File: src/hdl/sclex_pkg.sv
// sclex_pkg: types and constants for the script lexer.
// Result word layout, lexer modes, token and error codes, keyword table.
// No dependencies.
package sclex_pkg;

  typedef struct packed {
    logic       op;
    logic [7:0] char_byte;
  } sclex_in_t;

  typedef struct packed {
    logic        [1:0]  kind;
    logic        [4:0]  token_kind;
    logic        [15:0] start_line;
    logic        [15:0] start_column;
    logic        [31:0] start_offset;
    logic        [15:0] token_length;
    logic signed [31:0] int_value;
    logic        [7:0]  text_char;
    logic        [1:0]  error_code;
    logic               last;
  } sclex_out_t;

  typedef struct packed {
    logic [1:0] n;
    sclex_out_t r0;
    sclex_out_t r1;
  } sclex_push_t;

  typedef enum logic [2:0] {
    M_IDLE       = 3'd0,
    M_COMMENT    = 3'd1,
    M_WORD       = 3'd2,
    M_INT        = 3'd3,
    M_INT_FROZEN = 3'd4,
    M_STRING     = 3'd5,
    M_ESCAPE     = 3'd6,
    M_HALT       = 3'd7
  } sclex_mode_t;

  localparam logic OP_BYTE = 1'b0;
  localparam logic OP_EOI  = 1'b1;

  localparam logic [1:0] K_TOKEN = 2'd0;
  localparam logic [1:0] K_CHAR  = 2'd1;
  localparam logic [1:0] K_ERROR = 2'd2;

  localparam logic [4:0] TK_EOF    = 5'd0;
  localparam logic [4:0] TK_LBRACE = 5'd1;
  localparam logic [4:0] TK_RBRACE = 5'd2;
  localparam logic [4:0] TK_BANG   = 5'd3;
  localparam logic [4:0] TK_KW0    = 5'd4;
  localparam logic [4:0] TK_STRING = 5'd20;
  localparam logic [4:0] TK_WORD   = 5'd21;
  localparam logic [4:0] TK_INT    = 5'd22;

  localparam logic [1:0] E_UNCLOSED = 2'd0;
  localparam logic [1:0] E_EOF_ESC  = 2'd1;
  localparam logic [1:0] E_BAD_ESC  = 2'd2;
  localparam logic [1:0] E_UNEXP    = 2'd3;

  localparam int KW_NUM  = 16;
  localparam int KW_MAXC = 10;

  localparam logic [KW_MAXC*8-1:0] KW_STR [KW_NUM] = '{
    "debug", "macro", "cmd", "run", "if", "else", "dup", "swap",
    "over", "rot", "fileexists", "direxists", "mkdir", "log", "error", "print"
  };
  localparam int KW_LEN [KW_NUM] = '{5, 5, 3, 3, 2, 4, 3, 4, 4, 3, 10, 9, 5, 3, 5, 5};

  function automatic logic [7:0] kw_char(input int k, input int i);
    logic [KW_MAXC*8-1:0] lj;
    lj = KW_STR[k] << ((KW_MAXC - KW_LEN[k]) * 8);
    return lj[(KW_MAXC-1-i)*8 +: 8];
  endfunction

endpackage

File: src/hdl/sclex_fifo.sv
// sclex_fifo: four-word result queue, up to two words pushed per cycle.
// Depends on sclex_pkg.
module sclex_fifo (
  input  logic                  clk,
  input  logic                  rst_n,
  input  sclex_pkg::sclex_push_t push,
  output logic                  room,
  output logic                  out_valid,
  input  logic                  out_stall,
  output sclex_pkg::sclex_out_t out_data
);
  sclex_pkg::sclex_out_t mem_r [4];
  logic [1:0] wp_r, wp_nxt, rp_r, rp_nxt;
  logic [2:0] cnt_r, cnt_nxt;
  logic       pop;

  assign out_valid = (cnt_r != 3'd0);
  assign out_data  = mem_r[rp_r];
  assign room      = (cnt_r <= 3'd2);
  assign pop       = out_valid && !out_stall;

  always_comb begin
    wp_nxt  = wp_r + push.n;
    rp_nxt  = rp_r + {1'b0, pop};
    cnt_nxt = cnt_r + {1'b0, push.n} - {2'b0, pop};
  end

  always_ff @(posedge clk) begin
    if (push.n != 2'd0) begin
      mem_r[wp_r] <= push.r0;
    end
    if (push.n == 2'd2) begin
      mem_r[wp_r + 2'd1] <= push.r1;
    end
  end

  always_ff @(posedge clk) begin
    if (!rst_n) begin
      wp_r  <= '0;
      rp_r  <= '0;
      cnt_r <= '0;
    end else begin
      wp_r  <= wp_nxt;
      rp_r  <= rp_nxt;
      cnt_r <= cnt_nxt;
    end
  end
endmodule

File: src/hdl/sclex_core.sv
// sclex_core: lexer state and single-pass byte logic, up to two result words per byte.
// Depends on sclex_pkg.
module sclex_core #(
  parameter int KEYWORD_MAX_LEN = 10
) (
  input  logic                   clk,
  input  logic                   rst_n,
  input  logic                   fire,
  input  sclex_pkg::sclex_in_t   item,
  output sclex_pkg::sclex_push_t push
);
  localparam int IDXW = $clog2(KEYWORD_MAX_LEN);

  sclex_pkg::sclex_mode_t mode_r, mode_nxt;
  logic [15:0] line_r, line_nxt, col_r, col_nxt;
  logic [31:0] off_r, off_nxt;
  logic [15:0] tsl_r, tsl_nxt, tsc_r, tsc_nxt, len_r, len_nxt;
  logic [31:0] tso_r, tso_nxt, acc_r, acc_nxt;
  logic        neg_r, neg_nxt, quote_r, quote_nxt;
  logic [7:0]  buf_r [KEYWORD_MAX_LEN];

  logic [7:0]  b;
  logic        eoi, is_sp, is_al, is_dg, is_nl;
  logic [15:0] len_inc;
  logic [4:0]  word_tk;
  logic        kw_m;
  logic [31:0] int_val;
  sclex_pkg::sclex_out_t tok_word, tok_int, here_err;

  // idle path
  logic        i_has, i_adv, i_start, i_bufw, i_int, i_quote;
  sclex_pkg::sclex_mode_t i_mode;
  sclex_pkg::sclex_out_t  i_res;

  logic        adv, start, grow, bufw, acc_upd, use_idle;
  logic [IDXW-1:0] widx;
  logic [1:0]  n;
  sclex_pkg::sclex_out_t r0, r1;
  logic [7:0]  dch;
  logic        esc_ok;

  assign b     = item.char_byte;
  assign eoi   = (item.op == sclex_pkg::OP_EOI);
  assign is_sp = (b == 8'h20) || (b >= 8'd9 && b <= 8'd13);
  assign is_al = (b >= "a" && b <= "z") || (b >= "A" && b <= "Z");
  assign is_dg = (b >= "0" && b <= "9");
  assign is_nl = (b == 8'h0a);
  assign len_inc = (len_r == 16'hFFFF) ? len_r : len_r + 16'd1;
  assign int_val = neg_r ? (32'd0 - acc_r) : acc_r;

  always_comb begin
    word_tk = sclex_pkg::TK_WORD;
    for (int k = 0; k < sclex_pkg::KW_NUM; k++) begin
      kw_m = (len_r == 16'(sclex_pkg::KW_LEN[k]));
      for (int i = 0; i < sclex_pkg::KW_MAXC; i++) begin
        if (i < sclex_pkg::KW_LEN[k] && buf_r[i] != sclex_pkg::kw_char(k, i)) begin
          kw_m = 1'b0;
        end
      end
      if (kw_m) begin
        word_tk = sclex_pkg::TK_KW0 + 5'(k);
      end
    end
  end

  always_comb begin
    tok_word = '0;
    tok_word.kind         = sclex_pkg::K_TOKEN;
    tok_word.token_kind   = word_tk;
    tok_word.start_line   = tsl_r;
    tok_word.start_column = tsc_r;
    tok_word.start_offset = tso_r;
    tok_word.token_length = len_r;
    tok_int = tok_word;
    tok_int.token_kind = sclex_pkg::TK_INT;
    tok_int.int_value  = int_val;
    here_err = '0;
    here_err.kind         = sclex_pkg::K_ERROR;
    here_err.start_line   = line_r;
    here_err.start_column = col_r;
    here_err.start_offset = off_r;
  end

  always_comb begin
    i_has = 1'b0; i_adv = 1'b0; i_start = 1'b0; i_bufw = 1'b0;
    i_int = 1'b0; i_quote = 1'b0; i_mode = sclex_pkg::M_IDLE;
    i_res = '0;
    i_res.kind         = sclex_pkg::K_TOKEN;
    i_res.start_line   = line_r;
    i_res.start_column = col_r;
    i_res.start_offset = off_r;
    i_res.token_length = 16'd1;
    if (is_sp) begin
      i_adv = 1'b1;
    end else if (b == "#") begin
      i_mode = sclex_pkg::M_COMMENT;
      i_adv  = 1'b1;
    end else if (b == "{" || b == "}" || b == "!") begin
      i_has = 1'b1;
      i_adv = 1'b1;
      i_res.token_kind = (b == "{") ? sclex_pkg::TK_LBRACE :
                         (b == "}") ? sclex_pkg::TK_RBRACE : sclex_pkg::TK_BANG;
    end else if (is_al) begin
      i_start = 1'b1; i_bufw = 1'b1; i_adv = 1'b1; i_mode = sclex_pkg::M_WORD;
    end else if (is_dg || b == "-") begin
      i_start = 1'b1; i_int = 1'b1; i_adv = 1'b1; i_mode = sclex_pkg::M_INT;
    end else if (b == "\"" || b == "'") begin
      i_start = 1'b1; i_quote = 1'b1; i_adv = 1'b1; i_mode = sclex_pkg::M_STRING;
    end else begin
      i_has = 1'b1;
      i_res = here_err;
      i_res.error_code = sclex_pkg::E_UNEXP;
      i_mode = sclex_pkg::M_HALT;
    end
  end

  always_comb begin
    mode_nxt = mode_r;
    adv = 1'b0; start = 1'b0; grow = 1'b0; bufw = 1'b0; acc_upd = 1'b0;
    use_idle = 1'b0; widx = '0; n = 2'd0; r0 = '0; r1 = '0;
    dch = 8'd0; esc_ok = 1'b1;
    if (mode_r == sclex_pkg::M_HALT) begin
      n = 2'd0;
    end else if (eoi) begin
      if (mode_r == sclex_pkg::M_WORD) begin
        r0 = tok_word; n = 2'd1;
      end else if (mode_r == sclex_pkg::M_INT || mode_r == sclex_pkg::M_INT_FROZEN) begin
        r0 = tok_int; n = 2'd1;
      end
      if (mode_r == sclex_pkg::M_STRING || mode_r == sclex_pkg::M_ESCAPE) begin
        r0 = '0;
        r0.kind         = sclex_pkg::K_ERROR;
        r0.start_line   = tsl_r;
        r0.start_column = tsc_r;
        r0.start_offset = tso_r;
        r0.error_code   = (mode_r == sclex_pkg::M_STRING) ? sclex_pkg::E_UNCLOSED :
                                                            sclex_pkg::E_EOF_ESC;
        n = 2'd1;
      end else begin
        r1 = '0;
        r1.kind         = sclex_pkg::K_TOKEN;
        r1.token_kind   = sclex_pkg::TK_EOF;
        r1.start_line   = line_r;
        r1.start_column = col_r;
        r1.start_offset = off_r;
        if (n == 2'd0) begin
          r0 = r1; n = 2'd1;
        end else begin
          n = 2'd2;
        end
      end
      mode_nxt = sclex_pkg::M_HALT;
    end else begin
      unique case (mode_r)
        sclex_pkg::M_COMMENT: begin
          adv = 1'b1;
          if (is_nl) mode_nxt = sclex_pkg::M_IDLE;
        end
        sclex_pkg::M_STRING: begin
          if (b == (quote_r ? 8'h27 : 8'h22)) begin
            grow = 1'b1; adv = 1'b1; mode_nxt = sclex_pkg::M_IDLE;
            r0 = tok_word;
            r0.token_kind   = sclex_pkg::TK_STRING;
            r0.token_length = len_inc;
            n = 2'd1;
          end else if (b == 8'h5c) begin
            grow = 1'b1; adv = 1'b1; mode_nxt = sclex_pkg::M_ESCAPE;
          end else if (is_nl) begin
            r0 = here_err; r0.error_code = sclex_pkg::E_UNCLOSED; n = 2'd1;
            mode_nxt = sclex_pkg::M_HALT;
          end else begin
            grow = 1'b1; adv = 1'b1;
            r0.kind = sclex_pkg::K_CHAR; r0.text_char = b; n = 2'd1;
          end
        end
        sclex_pkg::M_ESCAPE: begin
          priority if (b == "r") dch = 8'h0d;
          else if (b == "n") dch = 8'h0a;
          else if (b == "t") dch = 8'h09;
          else if (b == 8'h22 || b == 8'h27) dch = b;
          else esc_ok = 1'b0;
          if (esc_ok) begin
            grow = 1'b1; adv = 1'b1; mode_nxt = sclex_pkg::M_STRING;
            r0.kind = sclex_pkg::K_CHAR; r0.text_char = dch; n = 2'd1;
          end else begin
            r0 = here_err; r0.error_code = sclex_pkg::E_BAD_ESC; n = 2'd1;
            mode_nxt = sclex_pkg::M_HALT;
          end
        end
        sclex_pkg::M_WORD: begin
          if (is_al || is_dg) begin
            grow = 1'b1; adv = 1'b1;
            if (len_r < 16'(KEYWORD_MAX_LEN)) begin
              bufw = 1'b1; widx = len_r[IDXW-1:0];
            end
          end else begin
            r0 = tok_word; n = 2'd1; use_idle = 1'b1;
          end
        end
        sclex_pkg::M_INT, sclex_pkg::M_INT_FROZEN: begin
          if (is_dg || b == "-") begin
            grow = 1'b1; adv = 1'b1;
            if (b == "-") mode_nxt = sclex_pkg::M_INT_FROZEN;
            else if (mode_r == sclex_pkg::M_INT) acc_upd = 1'b1;
          end else begin
            r0 = tok_int; n = 2'd1; use_idle = 1'b1;
          end
        end
        default: begin
          use_idle = 1'b1;
        end
      endcase
      if (use_idle) begin
        mode_nxt = i_mode; adv = i_adv; start = i_start;
        if (i_bufw) begin
          bufw = 1'b1; widx = '0;
        end
        if (i_has) begin
          if (n == 2'd0) begin
            r0 = i_res; n = 2'd1;
          end else begin
            r1 = i_res; n = 2'd2;
          end
        end
      end
    end
    if (n == 2'd1) r0.last = 1'b1;
    if (n == 2'd2) r1.last = 1'b1;
  end

  always_comb begin
    line_nxt = line_r; col_nxt = col_r; off_nxt = off_r;
    if (adv) begin
      off_nxt = off_r + 32'd1;
      if (is_nl) begin
        line_nxt = (line_r == 16'hFFFF) ? line_r : line_r + 16'd1;
        col_nxt  = 16'd0;
      end else begin
        col_nxt = (col_r == 16'hFFFF) ? col_r : col_r + 16'd1;
      end
    end
    tsl_nxt = start ? line_r : tsl_r;
    tsc_nxt = start ? col_r : tsc_r;
    tso_nxt = start ? off_r : tso_r;
    len_nxt = start ? 16'd1 : (grow ? len_inc : len_r);
    acc_nxt = acc_r; neg_nxt = neg_r; quote_nxt = quote_r;
    if (use_idle && i_int) begin
      neg_nxt = (b == "-");
      acc_nxt = is_dg ? {28'd0, b[3:0]} : 32'd0;
    end
    if (acc_upd) acc_nxt = (acc_r << 3) + (acc_r << 1) + {28'd0, b[3:0]};
    if (use_idle && i_quote) quote_nxt = (b == 8'h27);
  end

  always_comb begin
    push    = '0;
    push.n  = fire ? n : 2'd0;
    push.r0 = r0;
    push.r1 = r1;
  end

  always_ff @(posedge clk) begin
    if (fire && bufw) begin
      buf_r[widx] <= b;
    end
  end

  always_ff @(posedge clk) begin
    if (!rst_n) begin
      mode_r <= sclex_pkg::M_IDLE;
      line_r <= '0; col_r <= '0; off_r <= '0;
      tsl_r <= '0; tsc_r <= '0; tso_r <= '0;
      len_r <= '0; acc_r <= '0; neg_r <= 1'b0; quote_r <= 1'b0;
    end else if (fire) begin
      mode_r <= mode_nxt;
      line_r <= line_nxt; col_r <= col_nxt; off_r <= off_nxt;
      tsl_r <= tsl_nxt; tsc_r <= tsc_nxt; tso_r <= tso_nxt;
      len_r <= len_nxt; acc_r <= acc_nxt; neg_r <= neg_nxt; quote_r <= quote_nxt;
    end
  end
endmodule

File: src/hdl/script_lexer_byte_stream.sv
// Script lexer top level: input word register, lexer core, result queue.
// Path: a byte is held in the input word register until the queue has room, then
// the core writes its result words into the queue, which drives out_data.
// Throughput: one input word per cycle while the four-word result queue holds
// at most two words; an item yields zero to two result words.
// Reset (rst_n, synchronous): lexer idle at line 0, column 0, offset 0; queue empty.
// Depends on sclex_pkg, sclex_core, sclex_fifo.
module script_lexer_byte_stream #(
  parameter int KEYWORD_MAX_LEN = 10
) (
  input  logic                  clk,
  input  logic                  rst_n,
  input  logic                  in_valid,
  output logic                  in_stall,
  input  sclex_pkg::sclex_in_t  in_data,
  output logic                  out_valid,
  input  logic                  out_stall,
  output sclex_pkg::sclex_out_t out_data
);
  sclex_pkg::sclex_in_t  stg_r;
  logic                  stg_v_r, stg_v_nxt;
  logic                  room, fire, in_acc;
  sclex_pkg::sclex_push_t push;

  assign fire     = stg_v_r && room;
  assign in_stall = stg_v_r && !room;
  assign in_acc   = in_valid && !in_stall;
  assign stg_v_nxt = in_acc ? 1'b1 : (fire ? 1'b0 : stg_v_r);

  always_ff @(posedge clk) begin
    if (in_acc) begin
      stg_r <= in_data;
    end
  end

  always_ff @(posedge clk) begin
    if (!rst_n) begin
      stg_v_r <= 1'b0;
    end else begin
      stg_v_r <= stg_v_nxt;
    end
  end

  sclex_core #(.KEYWORD_MAX_LEN(KEYWORD_MAX_LEN)) u_core (
    .clk  (clk),
    .rst_n(rst_n),
    .fire (fire),
    .item (stg_r),
    .push (push)
  );

  sclex_fifo u_fifo (
    .clk      (clk),
    .rst_n    (rst_n),
    .push     (push),
    .room     (room),
    .out_valid(out_valid),
    .out_stall(out_stall),
    .out_data (out_data)
  );
endmodule

File: config.mk
export PLATFORM = sky130hd
export DESIGN_NAME = script_lexer_byte_stream
export DESIGN_NICKNAME = d
export VERILOG_FILES = /design/src/hdl/sclex_pkg.sv /design/src/hdl/sclex_fifo.sv /design/src/hdl/sclex_core.sv /design/src/hdl/script_lexer_byte_stream.sv
export SDC_FILE = /design/constraint.sdc
export NUM_CORES = 2
export LEC_CHECK = 0
export BUFFER_PORTS_ARGS = -buffer_cell sky130_fd_sc_hd__buf_4
export CORE_MARGIN = 10
export CORE_UTILIZATION = 45
export DETAILED_ROUTE_END_ITERATION = 8
export SLEW_MARGIN = 5
export SYNTH_ARGS = -nofsm -noshare
export SYNTH_HDL_FRONTEND = slang
export SYNTH_SLANG_ARGS = --single-unit
File: constraint.sdc
create_clock -name clk -period 5.3 [get_ports clk]
set_clock_uncertainty 0.1 [all_clocks]
set_input_delay 0.53 -clock clk [delete_from_list [all_inputs] [get_ports clk]]
set_output_delay 0.53 -clock clk [all_outputs]
set_load 0.005 [all_outputs]
# After elaboration in Yosys (flattened, before gate mapping)
# Memory sizes are Yosys's and may differ from the RTL's. A register that Yosys moved wholly into a read port is not among the register bits.
# Cells that the tools add are included.
# op_classes
addsub	12
n_reduce_logical	42
magnitude_cmp	10
bitwise	2
mux	262
n_eq_ne	96
# ops
cell	n
two-way mux 130 bit	20
case mux 130 bit (4 select lines)	1
!= test 8 x 7 -> 1 bit, second input constant	58
two-way mux 128 bit	3
two-way mux 123 bit	2
two-way mux 112 bit	2
two-way mux 1 bit	154
two-way mux 32 bit	3
two-way mux 5 bit	18
two-way mux 16 bit	5
adder 16 x 1 -> 16 bit, second input constant	3
equality test 16 bit, second input constant	3
equality test 8 x 6 -> 1 bit, second input constant	6
equality test 8 x 7 -> 1 bit, second input constant	6
two-way mux 8 bit	6
two-way mux 3 bit	15
two-way mux 2 bit	20
adder 32 x 1 -> 32 bit, second input constant	1
adder 32 bit	1
adder 32 x 4 -> 32 bit	1
equality test 16 x 2 -> 1 bit, second input constant	2
equality test 16 x 3 -> 1 bit, second input constant	2
equality test 16 x 4 -> 1 bit, second input constant	2
two-way mux 4 bit	8
43 further kinds	82
# totals
n_memories	2
ff_bits	198
ramBits	600
# mem_list
name	words	word_bits	rd	rd_clocked_by_memory_dff	wr	line_no	source
u_fifo.mem_r	4	130	1	1	2	sclex_fifo.sv:12	sclex_pkg::sclex_out_t mem_r [4];
u_core.buf_r	10	8	10	0	1	sclex_core.sv:20	logic [7:0] buf_r [KEYWORD_MAX_LEN];

# Logic depth before layout (Yosys ltp)
# An unclocked memory read counts as a cell.
# logic_depth
ltp_word	31
depth_mapped	18

# Cells and area by module
# A second synthesis with hierarchy kept.
# hier_totals
hier_cells	3563
area_unflattened_um2	45090.7
# modules_own_cells
module	cells_per_inst	seq_area_each_um2	area_per_inst_um2	n_inst
sclex_fifo	1307	15755.1	26290.2	1
sclex_core	2242	6025.8	18476.5	1
script_lexer_byte_stream	14	290.3	324.1	1

# Least setup slack after synthesis
# OpenSTA, ideal clock, no wires.
# synth_path
path_kind	reg2reg
from	register stg_r[5] (netlist name)
to	memory u_fifo.mem_r[0][0] (netlist name), enable pin
t_arrival_ns	5.010
required_ns	4.769
path_buffers	3
period_less_slack_ns	5.541
slack_ns	-0.241
setup_ns	0.431
stages_incl_launch_ff	15
cell_sequence	edfxtp_1 buf_4 or3b_4 nor4_4 nor2_2 a2111oi_2 nand2_1 ha_1 nor2_1 o211ai_1 a21oi_1 nand3_1 clkbuf_1 clkbuf_1 nand2_1
# synth_lines
element	line_no	source
from (decl)	script_lexer_byte_stream.sv:20	sclex_pkg::sclex_in_t stg_r;
from (signal assigned)	script_lexer_byte_stream.sv:32	stg_r <= in_data;
to (decl)	sclex_fifo.sv:12	

==> run_results.csv <==
group,metric,value,unit
cts,numCtsBuffers,86,
logic_synthesis,ys_seq_area_share,50.3,%
outcome,status,"finished, final reports clean",
power_and_ir_drop,clkPwrFrac,38.1,%
logic_synthesis,synth.area.top_cells,"edfxtp_1, dfxtp_1, mux4_2",
min_path,whs_path_depth,1,
worst_setup_path,critPathRequiredTime,5.70,ns
placement,place.gp.congestion,0.969,
drt,firstDrtPassIters,5,
timing,whs,0.0350,ns
floorplanning,die-area,0.0993,mm2
cts,post_cts_buffers,0,
timing,finalSetupViolCount,0,
cts,path_clk_slew,0.06,ns
worst_setup_path,r2r-start,"stg_r[6]$_DFFE_PP_",
floorplanning,die_y,315,um
power_and_ir_drop,p_comb_share,18.4,%
drt,wire_per_inst,23.7,um
power_and_ir_drop,powerDensity,363,mW/mm2
logic_synthesis,synth_most_common_cell,"dfxtp_1",
grt,grt-busiest-layer,"met2",
timing,setup_tns,0,ns
logic_synthesis,avgSynthCellArea,10.5,um2
finish,diodes,0,
finish,layout-drive-gt1-share,14.7,%
drt,num_vias,30412,
worst_setup_path,slowest_stage,"nor3_1",
power_and_ir_drop,power_switching,4600,uW
timing,fin_crit_sh,90.8,%
power_and_ir_drop,p_leak,0.0152,uW
power_and_ir_drop,p_int,11400,uW
power_and_ir_drop,switching_share,28.7,%
drt,drt-total-wl,117,mm
floorplanning,rows,108,
logic_synthesis,async_flop_share,0,%
worst_setup_path,ff2ff_setup_slack,0.49,ns
finish,num-fill-cells,7687,
timing,max_freq,208,MHz
logic_synthesis,ys_ff_latch,798,
logic_synthesis,synth_commonest_cells,"dfxtp_1, edfxtp_1, nand3_1",
grt,grtUsageMet3,3.06,%
logic_synthesis,synth_top_cell_by_area,"edfxtp_1",
min_path,min_path_type,"input pin to register",
placement,dp_hpwl,70.3,mm
cts,ctsHtreeMaxLevel,3,
drt,dr.first_iter.drc_count,2917,
min_path,whs_endpoint,"stg_r[1]$_DFFE_PP_",
logic_synthesis,synth_top_area_share,28.6,%
worst_setup_path,max_stage_delay,0.81,ns
min_path,hp-start,"in_data[1]",
worst_setup_path,cp-start-kind,"register",
grt,use_met1,31.2,%
worst_setup_path,cp_num_buf_inv,1,
worst_setup_path,path_cells,"or3b_4 -> nor4_4 -> nor2_2 -> a2111oi_2 -> nand2_1 -> ha_1 -> nor2_1 -> o21ai_0 -> nand3b_2 -> clkinv_2 -> nor2_2 -> nor3_1 -> a22o_1",
finish,utilization,51.0,%
logic_synthesis,syn_inst,3737,
cts,insertion_delay,0.66,ns
grt,grt_pass1_vias,29530,
timing,slew-limit-headroom,28.9,%
drt,drcViolationCount,0,
placement,port_buffers,144,
cts,cts-root-buf,"clkbuf_16",
timing,min_period,4.81,ns
logic_synthesis,synth_flop_cell,"dfxtp_1",
power_and_ir_drop,p_total,16000,uW
floorplanning,die_w,315,um
worst_setup_path,cp.arrival,5.22,ns
drt,ant_nets,0,
finish,final_nets,3801,
logic_synthesis,syn-cell-area,0.0392,mm2
run,drv_cap,0,
logic_synthesis,syn_nets,3825,
finish,area_delta_synth_final,12.8,%
drt,route.detailed.vias_per_inst,6.16,
logic_synthesis,yosysWarnings,0,
power_and_ir_drop,irDropWorstVdd,0.000259,V
worst_setup_path,endpoint_kind,"register",
grt,grt_use_met2,37.6,%
grt,grt_pass1_wl,180,mm
grt,antenna_found_initial,3,
cts,clock-sinks,798,
timing,maxSlewViolCount,0,
worst_setup_path,r2r_end,"u_fifo.mem_r[0][80]$_DFFE_PP_",
grt,grt_overflow,0,
grt,grt_use_total,22.9,%
timing,tightestPinTransition,1.07,ns
logic_synthesis,synth_edf_count,373,
cts,clk_path_buf_depth,3,
worst_setup_path,cp_top_family,"simple AND/OR/NAND/NOR gates",
worst_setup_path,reg2reg_depth,13,
grt,grt_max_degree,118,
floorplanning,start_util,45.2,%
worst_setup_path,crit_fanout,10,
power_and_ir_drop,seqPwrFrac,43.5,%
timing,finalHoldViolations,0,
worst_setup_path,critPathKind,"register to register",
logic_synthesis,ys_types,99,
cts,cts_tree,"done",
floorplanning,ios,145,
floorplanning,core_area,0.0866,mm2
worst_setup_path,path_common_cell,"nor2_2",
timing,rsz0062_at_grt,"no",
## routing by layer
metal	vias up	wire, um
met4	2	2940
met3	197	7790
met5	-	11
li1	14066	-
met2	1120	55800
met1	15027	50600
## layout by cell type, fill, tap and decap left out, drive strengths merged, types with 36 or more instances in the layout
cell type  netlist  layout
and3            36      36
o21ai          294     294
nand3          369     369
nor3            67      67
buf            113     225
clkbuf         230     125
nand2          352     352
mux4           130     130
edfxtp         373     373
dfxtp          425     425
ha              72      72
xor2            49      49
xnor2           70      70
nand4           39      39
nor2           186     186
a22o           265     265
o31ai           61      61
a21oi          200     200
## logic make-up (layout without fill, tap and decap cells)
kind of cell	after synthesis	in the layout	synth area share [%]
AO/OA/AOI/OAI	990	990	17.1
flip-flops	798	798	50.3
multiplexers	138	138	7.68
buffers and inverters	374	422	4.12
XOR/XNOR	119	119	2.66
AND/OR/NAND/NOR	1243	1243	15.7
adder cells (fa/ha/maj)	75	75	2.45
## sequential cells by signal (all words and copies together), names as in the netlist
signal	cells
u_core.tso_r	32
u_core.quote_r	1
u_core.neg_r	1
u_fifo.mem_r	520
u_fifo.rp_r	2
u_core.tsl_r	16
u_core.off_r	32
u_core.line_r	16
stg_v_r	1
u_fifo.cnt_r	3
u_core.tsc_r	16
u_core.buf_r	80
u_core.col_r	16
u_core.len_r	16
stg_r	9
u_core.mode_r	3
u_core.acc_r	32
u_fifo.wp_r	2
## repair_timing
item | 4_1_cts | 5_1_grt
hold endpoints to repair | 6 | 0
hold buffers | 6 | 0
resized for setup | 0 | 0
## stage by stage
step | instances | cell area (um2) | setup slack (ns)
floorplan | 3737 | 39200 | 0.426
global placement | 4774 | 41300 | 0.632
detailed placement | 4774 | 41300 | 0.559
CTS | 4940 | 44200 | 0.537
global route | 4940 | 44200 | 0.260
finish | 4940 | 44200 | 0.487
## worst max path at each step
stage / from / to / slack, ns / cells past startpoint
after floorplan: stg_r[5]$_DFFE_PP_ / u_fifo.mem_r[0][0]$_DFFE_PP_ / 0.43 / 14
after CTS: stg_r[6]$_DFFE_PP_ / u_fifo.mem_r[0][64]$_DFFE_PP_ / 0.54 / 13
after detailed placement: stg_r[6]$_DFFE_PP_ / u_fifo.mem_r[0][80]$_DFFE_PP_ / 0.56 / 13
after global routing: stg_r[6]$_DFFE_PP_ / u_fifo.mem_r[0][64]$_DFFE_PP_ / 0.26 / 13
final: stg_r[6]$_DFFE_PP_ / u_fifo.mem_r[0][80]$_DFFE_PP_ / 0.49 / 13
after global placement: stg_r[5]$_DFFE_PP_ / u_fifo.mem_r[0][69]$_DFFE_PP_ / 0.63 / 13
## cell type report
type	count	area [um2]	share of cell area [%]
flip-flops and latches	798	19700	44.6
multi-input cells	2565	18000	40.7
clock buffers	125	2450	5.55
repair buffers	231	2050	4.64
well taps	1155	1450	3.27
clock inverters	35	420	0.951
inverters	31	125	0.283
## power groups by stage
stage	clock (uW)	combinational [uW]	sequential, uW
floorplan	0	1770	6930
global placement	0	2960	7110
detailed placement	0	2970	7120
CTS	6200	2990	6980
global route	6470	3140	7020
finish	6110	2950	6980
No activity file was read; power rests on OpenSTA's default activity.
